===== src/rtl/fpjm_pkg.sv =====
// Shared types, codes and arithmetic helpers for the frame pacing jitter monitor.
// Depends on nothing; imported by frame_pacing_jitter_monitor.
package fpjm_pkg;

  localparam int unsigned StampW = 64;
  localparam int unsigned ExtW   = 16;

  typedef enum logic [1:0] {
    PACE_UNKNOWN  = 2'd0,
    PACE_STABLE   = 2'd1,
    PACE_UNSTABLE = 2'd2,
    PACE_BAD      = 2'd3
  } pacing_class_e;

  typedef logic [StampW-1:0] word_t;
  typedef logic [ExtW-1:0]   ext_t;

  // Exact floor((old * 7 + sample) / 8), computed three bits wider.
  function automatic word_t ewma8(input word_t old, input word_t sample);
    logic [StampW+2:0] sum;
    sum = {old, 3'b000} - {3'b000, old} + {3'b000, sample};
    return sum[StampW+2:3];
  endfunction

  function automatic pacing_class_e pacing_of(input word_t avg, input word_t jit);
    pacing_class_e cls;
    if (avg == '0) begin
      cls = PACE_UNKNOWN;
    end else if (jit > (avg >> 1)) begin
      cls = PACE_BAD;
    end else if (jit > (avg >> 2)) begin
      cls = PACE_UNSTABLE;
    end else begin
      cls = PACE_STABLE;
    end
    return cls;
  endfunction

endpackage


===== src/rtl/frame_pacing_jitter_monitor.sv =====
// Frame pacing jitter monitor: frame count, average interval and jitter per frame beat.
// Depends on fpjm_pkg for the pacing codes and the averaging helper.
//
// The block takes one frame beat per clock cycle while it is not stalled and returns
// one result beat for each, in order. The work is split into four stages ahead of
// the output register: interval and count, interval average, absolute deviation,
// and jitter average, with the pacing class formed on the way into the output
// register. Each average register updates as its frame leaves that stage, so
// back-to-back frames see each other's updates. A stall on the output fills empty
// stages first and holds off the input only when all are full.
module frame_pacing_jitter_monitor
  import fpjm_pkg::*;
(
  input  logic              clk_i,
  input  logic              rst_ni,
  input  logic              in_valid_i,
  output logic              in_stall_o,
  input  logic [63:0]       stamp_ns_i,
  input  logic [15:0]       new_width_i,
  input  logic [15:0]       new_height_i,
  output logic              out_valid_o,
  input  logic              out_stall_i,
  output logic [63:0]       frame_count_o,
  output logic [63:0]       avg_delta_ns_o,
  output logic [63:0]       jitter_ns_o,
  output logic [1:0]        pacing_class_o,
  output logic [15:0]       last_width_o,
  output logic [15:0]       last_height_o
);

  typedef struct packed {
    word_t cnt;
    ext_t  wid;
    ext_t  hgt;
    logic  upd;
    word_t delta;
  } s1_t;

  typedef struct packed {
    word_t cnt;
    ext_t  wid;
    ext_t  hgt;
    logic  upd;
    word_t delta;
    word_t avg;
  } s2_t;

  typedef struct packed {
    word_t cnt;
    ext_t  wid;
    ext_t  hgt;
    logic  upd;
    word_t diff;
    word_t avg;
  } s3_t;

  typedef struct packed {
    word_t cnt;
    ext_t  wid;
    ext_t  hgt;
    word_t avg;
    word_t jit;
  } s4_t;

  typedef struct packed {
    word_t         cnt;
    word_t         avg;
    word_t         jit;
    pacing_class_e cls;
    ext_t          wid;
    ext_t          hgt;
  } out_t;

  logic v1_q, v2_q, v3_q, v4_q, vo_q;
  logic rdy_o, rdy4, rdy3, rdy2, rdy1;
  logic acc, adv1, adv2, adv3, adv4;

  word_t prev_q, avg_q, jit_q, cnt_q;
  ext_t  wid_q, hgt_q;

  s1_t  s1_q, s1_d;
  s2_t  s2_q, s2_d;
  s3_t  s3_q, s3_d;
  s4_t  s4_q, s4_d;
  out_t out_q, out_d;

  logic [StampW:0] sub_full;
  word_t           cnt_d, avg_d, jit_d;
  ext_t            wid_d, hgt_d;
  word_t           dev_a, dev_b;

  assign rdy_o = !vo_q || !out_stall_i;
  assign rdy4  = !v4_q || rdy_o;
  assign rdy3  = !v3_q || rdy4;
  assign rdy2  = !v2_q || rdy3;
  assign rdy1  = !v1_q || rdy2;

  assign acc  = in_valid_i && rdy1;
  assign adv1 = v1_q && rdy2;
  assign adv2 = v2_q && rdy3;
  assign adv3 = v3_q && rdy4;
  assign adv4 = v4_q && rdy_o;

  assign in_stall_o = !rdy1;

  // Stage 1: interval, frame count and stored extent.
  always_comb begin
    sub_full = {1'b0, stamp_ns_i} - {1'b0, prev_q};
    cnt_d    = cnt_q + word_t'(1);
    if (new_width_i != '0 && new_height_i != '0) begin
      wid_d = new_width_i;
      hgt_d = new_height_i;
    end else begin
      wid_d = wid_q;
      hgt_d = hgt_q;
    end
    s1_d.cnt   = cnt_d;
    s1_d.wid   = wid_d;
    s1_d.hgt   = hgt_d;
    s1_d.delta = sub_full[StampW-1:0];
    s1_d.upd   = (prev_q != '0) && !sub_full[StampW] && (sub_full[StampW-1:0] != '0);
  end

  // Stage 2: interval average.
  always_comb begin
    avg_d = avg_q;
    if (s1_q.upd) begin
      avg_d = (avg_q == '0) ? s1_q.delta : ewma8(avg_q, s1_q.delta);
    end
    s2_d.cnt   = s1_q.cnt;
    s2_d.wid   = s1_q.wid;
    s2_d.hgt   = s1_q.hgt;
    s2_d.upd   = s1_q.upd;
    s2_d.delta = s1_q.delta;
    s2_d.avg   = avg_d;
  end

  // Stage 3: absolute deviation from the updated average.
  always_comb begin
    dev_a     = s2_q.delta - s2_q.avg;
    dev_b     = s2_q.avg - s2_q.delta;
    s3_d.cnt  = s2_q.cnt;
    s3_d.wid  = s2_q.wid;
    s3_d.hgt  = s2_q.hgt;
    s3_d.upd  = s2_q.upd;
    s3_d.avg  = s2_q.avg;
    s3_d.diff = (s2_q.delta > s2_q.avg) ? dev_a : dev_b;
  end

  // Stage 4: jitter average.
  always_comb begin
    jit_d = jit_q;
    if (s3_q.upd) begin
      jit_d = (jit_q == '0) ? s3_q.diff : ewma8(jit_q, s3_q.diff);
    end
    s4_d.cnt = s3_q.cnt;
    s4_d.wid = s3_q.wid;
    s4_d.hgt = s3_q.hgt;
    s4_d.avg = s3_q.avg;
    s4_d.jit = jit_d;
  end

  always_comb begin
    out_d.cnt = s4_q.cnt;
    out_d.avg = s4_q.avg;
    out_d.jit = s4_q.jit;
    out_d.cls = pacing_of(s4_q.avg, s4_q.jit);
    out_d.wid = s4_q.wid;
    out_d.hgt = s4_q.hgt;
  end

  always_ff @(posedge clk_i or negedge rst_ni) begin
    if (!rst_ni) begin
      v1_q   <= 1'b0;
      v2_q   <= 1'b0;
      v3_q   <= 1'b0;
      v4_q   <= 1'b0;
      vo_q   <= 1'b0;
      prev_q <= '0;
      avg_q  <= '0;
      jit_q  <= '0;
      cnt_q  <= '0;
      wid_q  <= '0;
      hgt_q  <= '0;
    end else begin
      if (rdy1) begin
        v1_q <= in_valid_i;
      end
      if (rdy2) begin
        v2_q <= v1_q;
      end
      if (rdy3) begin
        v3_q <= v2_q;
      end
      if (rdy4) begin
        v4_q <= v3_q;
      end
      if (rdy_o) begin
        vo_q <= v4_q;
      end
      if (acc) begin
        prev_q <= stamp_ns_i;
        cnt_q  <= cnt_d;
        wid_q  <= wid_d;
        hgt_q  <= hgt_d;
      end
      if (adv1) begin
        avg_q <= avg_d;
      end
      if (adv3) begin
        jit_q <= jit_d;
      end
    end
  end

  always_ff @(posedge clk_i) begin
    if (acc) begin
      s1_q <= s1_d;
    end
    if (adv1) begin
      s2_q <= s2_d;
    end
    if (adv2) begin
      s3_q <= s3_d;
    end
    if (adv3) begin
      s4_q <= s4_d;
    end
    if (adv4) begin
      out_q <= out_d;
    end
  end

  assign out_valid_o    = vo_q;
  assign frame_count_o  = out_q.cnt;
  assign avg_delta_ns_o = out_q.avg;
  assign jitter_ns_o    = out_q.jit;
  assign pacing_class_o = out_q.cls;
  assign last_width_o   = out_q.wid;
  assign last_height_o  = out_q.hgt;

endmodule


===== config.mk =====
export PLATFORM = sky130hd
export DESIGN_NAME = frame_pacing_jitter_monitor
export DESIGN_NICKNAME = d
export VERILOG_FILES = /design/src/rtl/fpjm_pkg.sv /design/src/rtl/frame_pacing_jitter_monitor.sv
export SDC_FILE = /design/constraint.sdc
export NUM_CORES = 2
export LEC_CHECK = 0
export BUFFER_PORTS_ARGS = -buffer_cell sky130_fd_sc_hd__buf_2
export CORE_MARGIN = 3
export CORE_UTILIZATION = 50
export DETAILED_ROUTE_END_ITERATION = 6
export PLACE_DENSITY_LB_ADDON = 0.08
export SLEW_MARGIN = 10
export SYNTH_ARGS = -nofsm -noshare
export SYNTH_HDL_FRONTEND = slang
export SYNTH_SLANG_ARGS = --single-unit

===== constraint.sdc =====
create_clock -name clk_i -period 19.6 [get_ports clk_i]
set_input_delay 2.94 -clock clk_i [delete_from_list [all_inputs] [get_ports clk_i]]
set_output_delay 2.94 -clock clk_i [all_outputs]
set_load 0.05 [all_outputs]

==> summary.txt <==
Status
  • Result of the run: completed

Clock network
  • Clk pin slew, worst setup/hold paths: 0.06 ns
  • Post-cts resize count: 0
  • Post-CTS setup repair buffer count: 0
  • CTS H-Tree Depth: 4
  • Number of sinks on the clock net: 1,354
  • Hold_buf cts: 0
  • CTS tree: yes
  • Num CTS Buffers: 143
  • Maximum number of buffers from clock root to sink: 3
  • Cell at the root of the clock tree: sky130_fd_sc_hd__clkbuf_16
  • Clock insertion delay at the later pin of the skew report: 0.80 ns

STA
  • Smallest hold slack: 0.412 ns
  • Worst slew margin: 0.274
  • Setup-violating endpoint count in the final report: 0
  • Number of pins with negative max-slew slack in the final report: 0
  • Count of final hold-check violations: 0
  • Skew final: 0.0479 ns
  • RSZ-0062 raised after global routing: false
  • Tcrit/Tclk final: 0.398
  • Setup TNS Final: 0 ns
  • Shortest period the worst path allows: 7.80 ns
  • Max frequency: 128 MHz
  • Transition time at the pin with the least slew margin: 1.08 ns
  • Final Worst Setup Slack: 11.80 ns

Place
  • Pre-CTS setup slack: 11.13 ns
  • Inst Count DP: 8,849
  • Sum of net half-perimeters after detailed placement: 151,000 um
  • Count of buffers inserted at the top-level ports: 327
  • GP Congestion: 0.970

Worst setup path
  • Capturing point of the worst reg2reg path: s3_q[122]
  • Logic depth of the worst register-to-register path: 15
  • Data arrival time at the worst-slack endpoint: 8.34 ns
  • Worst path top cell family by delay: simple AND/OR/NAND/NOR gates
  • Worst path most repeated cell: sky130_fd_sc_hd__or4_1
  • Buf+Inv Stages, Crit Path: 1
  • Reg-to-Reg Start: s2_q[41]
  • CP Max Fanout: 6
  • Worst reg2reg setup slack: 13.48 ns
  • Worst EP required: 20.14 ns
  • Worst path slowest cell: sky130_fd_sc_hd__a2111oi_0
  • Startpoint types: input pin
  • Maximum cell stage delay along the critical path: 0.69 ns
  • Cell-by-cell trace of the critical path: buf_2 > ha_1 > nand4_1 > or4_1 > or2_2 > a2111oi_0 > nor3_1 > nor4_1 > nor3_1 > xnor2_1 > or4_1 > a2111oi_0 > nand4_1 > or4_1 > o311a_1
  • Category of the worst setup path capture point: flip-flop
  • Worst Setup Path Type: in -> reg

Routing
  • Sum of routed wire length over all layers: 194,000 um
  • Average vias per placed instance: 5.56
  • Antenna viol nets, final: 0
  • Number of remaining DRC errors: 0
  • Routed vias: 50,700
  • Average wire per standard cell: 21.3 um
  • Detailed-router iteration count before antenna repair: 6
  • Number of DRC violations after detailed-routing iteration 0: 3,967

Global route
  • Maximum number of pins on one net before global-route repair: 118
  • Global Route Usage Sum: 0.255
  • Number of global-route vias before repair: 49,400
  • Global-route wire length before repair: 297,000 um
  • Global route overflow: 0
  • Initial antenna violation count: 1

Synthesis
  • Distinct cells, synth: 83
  • Mean Syn Cell Area: 10.8 um2
  • Synthesized Nets: 7,492
  • Number of synthesized register bits: 1,354
  • Async set-reset flop share out of synthesis: 0.216
  • Number of instances in the synthesized netlist: 6,816
  • Most frequently used cell type in the post-synthesis netlist: sky130_fd_sc_hd__edfxtp_1
  • Top cells by area in the synthesized netlist: sky130_fd_sc_hd__edfxtp_1, sky130_fd_sc_hd__dfrtp_1, sky130_fd_sc_hd__ha_1
  • Number of synthesized flops with an enable pin: 1,061
  • Synthesized-area fraction occupied by adder cells: 0.111
  • Register area share after synthesis: 0.533
  • List of most frequent post-synthesis cells: sky130_fd_sc_hd__edfxtp_1, sky130_fd_sc_hd__inv_1, sky130_fd_sc_hd__a21oi_1
  • Largest family of logic cells by synthesized area: compound AO/OA/AOI/OAI gates
  • Synth Area in XOR/XNOR: 0.0432
  • Multiplexer share of the synthesized area: 0.0161
  • Simple-gate share of the synthesized area: 0.109
  • Yosys top cell area share: 0.434
  • YS warnings: 0
  • Library cell with the largest summed area after synthesis: sky130_fd_sc_hd__edfxtp_1
  • Post-synthesis instance area: 73,500 um2
  • Compound-gate portion of the synthesized area: 0.132
  • Primary FF master, synth: sky130_fd_sc_hd__edfxtp_1

Floorplanning
  • Initial core utilization: 0.504
  • Die Y: 389 um
  • Die Area: 152,000 um2
  • Standard-cell row count: 140
  • Core Area: 146,000 um2
  • # IOs: 328
  • Chip Width: 389 um

Finish
  • Final std cells w/o fill: 9,116
  • Layout overhead on the synthesized area: 11.2%
  • Number of nets in the layout: 7,753
  • # fillers: 12,600
  • Fraction of layout instances using a drive strength above 1: 0.0985

Hold path
  • Worst Min Path Start: out_d[22]
  • Worst hold path depth: 0
  • Endpoint of the worst hold-timing path: last_width_o[6]
  • Worst min-delay path class: reg -> reg

Job
  • Max-cap check violation count: 0
## stage by stage
step / utilization / cell area, um2
floorplan: - / 73500
global placement: 0.528 / 77000
detailed placement: 0.528 / 77000
CTS: 0.560 / 81700
global route: 0.560 / 81700
finish: 0.561 / 81700
## layer usage
layer  share of wire  GRT usage  wire (um)  vias up
met2            0.45      0.394      87000     1249
met3           0.047     0.0338       9210      267
li1                -          -          -    24600
met1            0.47      0.377      91800    24600
met5               0          0          0        -
met4           0.030     0.0775       5780        0
## kinds of logic (layout without fill, tap and decap cells)
kind of cell / Yosys count / after routing
AOI/OAI and AO/OA: 1635 / 1635
and+or+nand+nor: 1699 / 1699
muxes: 109 / 109
buffers and inverters: 1081 / 1463
xor gates and xnor gates: 362 / 362
DFF: 1354 / 1354
adders and majority gates: 576 / 576
other: 0 / 1
## flip-flops by register name, indices dropped and copies added (netlist names), 2 cells and up
signal and count:
prev_q 64, jit_q 64, jitter_ns_o 64, hgt_q 16, avg_delta_ns_o 64, wid_q 16
pacing_class_o 2, last_width_o 16, frame_count_o 64, last_height_o 16, avg_q 64, s1_q 161
cnt_q 64, out_d 224, s2_q 225, s3_q 225
## cell type report
class,instances,area (um2),area share
flip-flops and latches,1354,39200,0.480
repair buffers,369,1970,0.0242
well taps,1917,2400,0.0294
diodes,1,2.50,0.0000306
clock buffers,190,3910,0.0478
clock inverters,76,821,0.0100
inverters,828,3120,0.0381
multi-input cells,4381,30300,0.371
## layout by cell type, fill, tap and decap left out, types with 161 or more instances in the layout
master / count
sky130_fd_sc_hd__buf_2: 326
sky130_fd_sc_hd__a21o_1: 161
sky130_fd_sc_hd__edfxtp_1: 1061
sky130_fd_sc_hd__a21oi_1: 661
sky130_fd_sc_hd__nor2_1: 442
sky130_fd_sc_hd__inv_1: 826
sky130_fd_sc_hd__ha_1: 451
sky130_fd_sc_hd__xnor2_1: 210
sky130_fd_sc_hd__nand2_1: 555
sky130_fd_sc_hd__o21ai_0: 433
sky130_fd_sc_hd__dfrtp_1: 293
## how the worst max path moves through the flow
stage	cells past startpoint	endpoint	slack, ns	start
after floorplan	1	avg_delta_ns_o[0]	5.69	out_stall_i
after global placement	15	s1_q[64]	11.19	stamp_ns_i[17]
after detailed placement	15	s1_q[64]	11.13	stamp_ns_i[17]
after CTS	15	s1_q[64]	11.94	stamp_ns_i[17]
after global routing	15	s1_q[64]	11.75	stamp_ns_i[17]
final	15	s1_q[64]	11.80	stamp_ns_i[17]
Power is left out: the tool's default activity adds up to more than one toggle a clock period on the data nets, which glitch-free logic cannot reach.
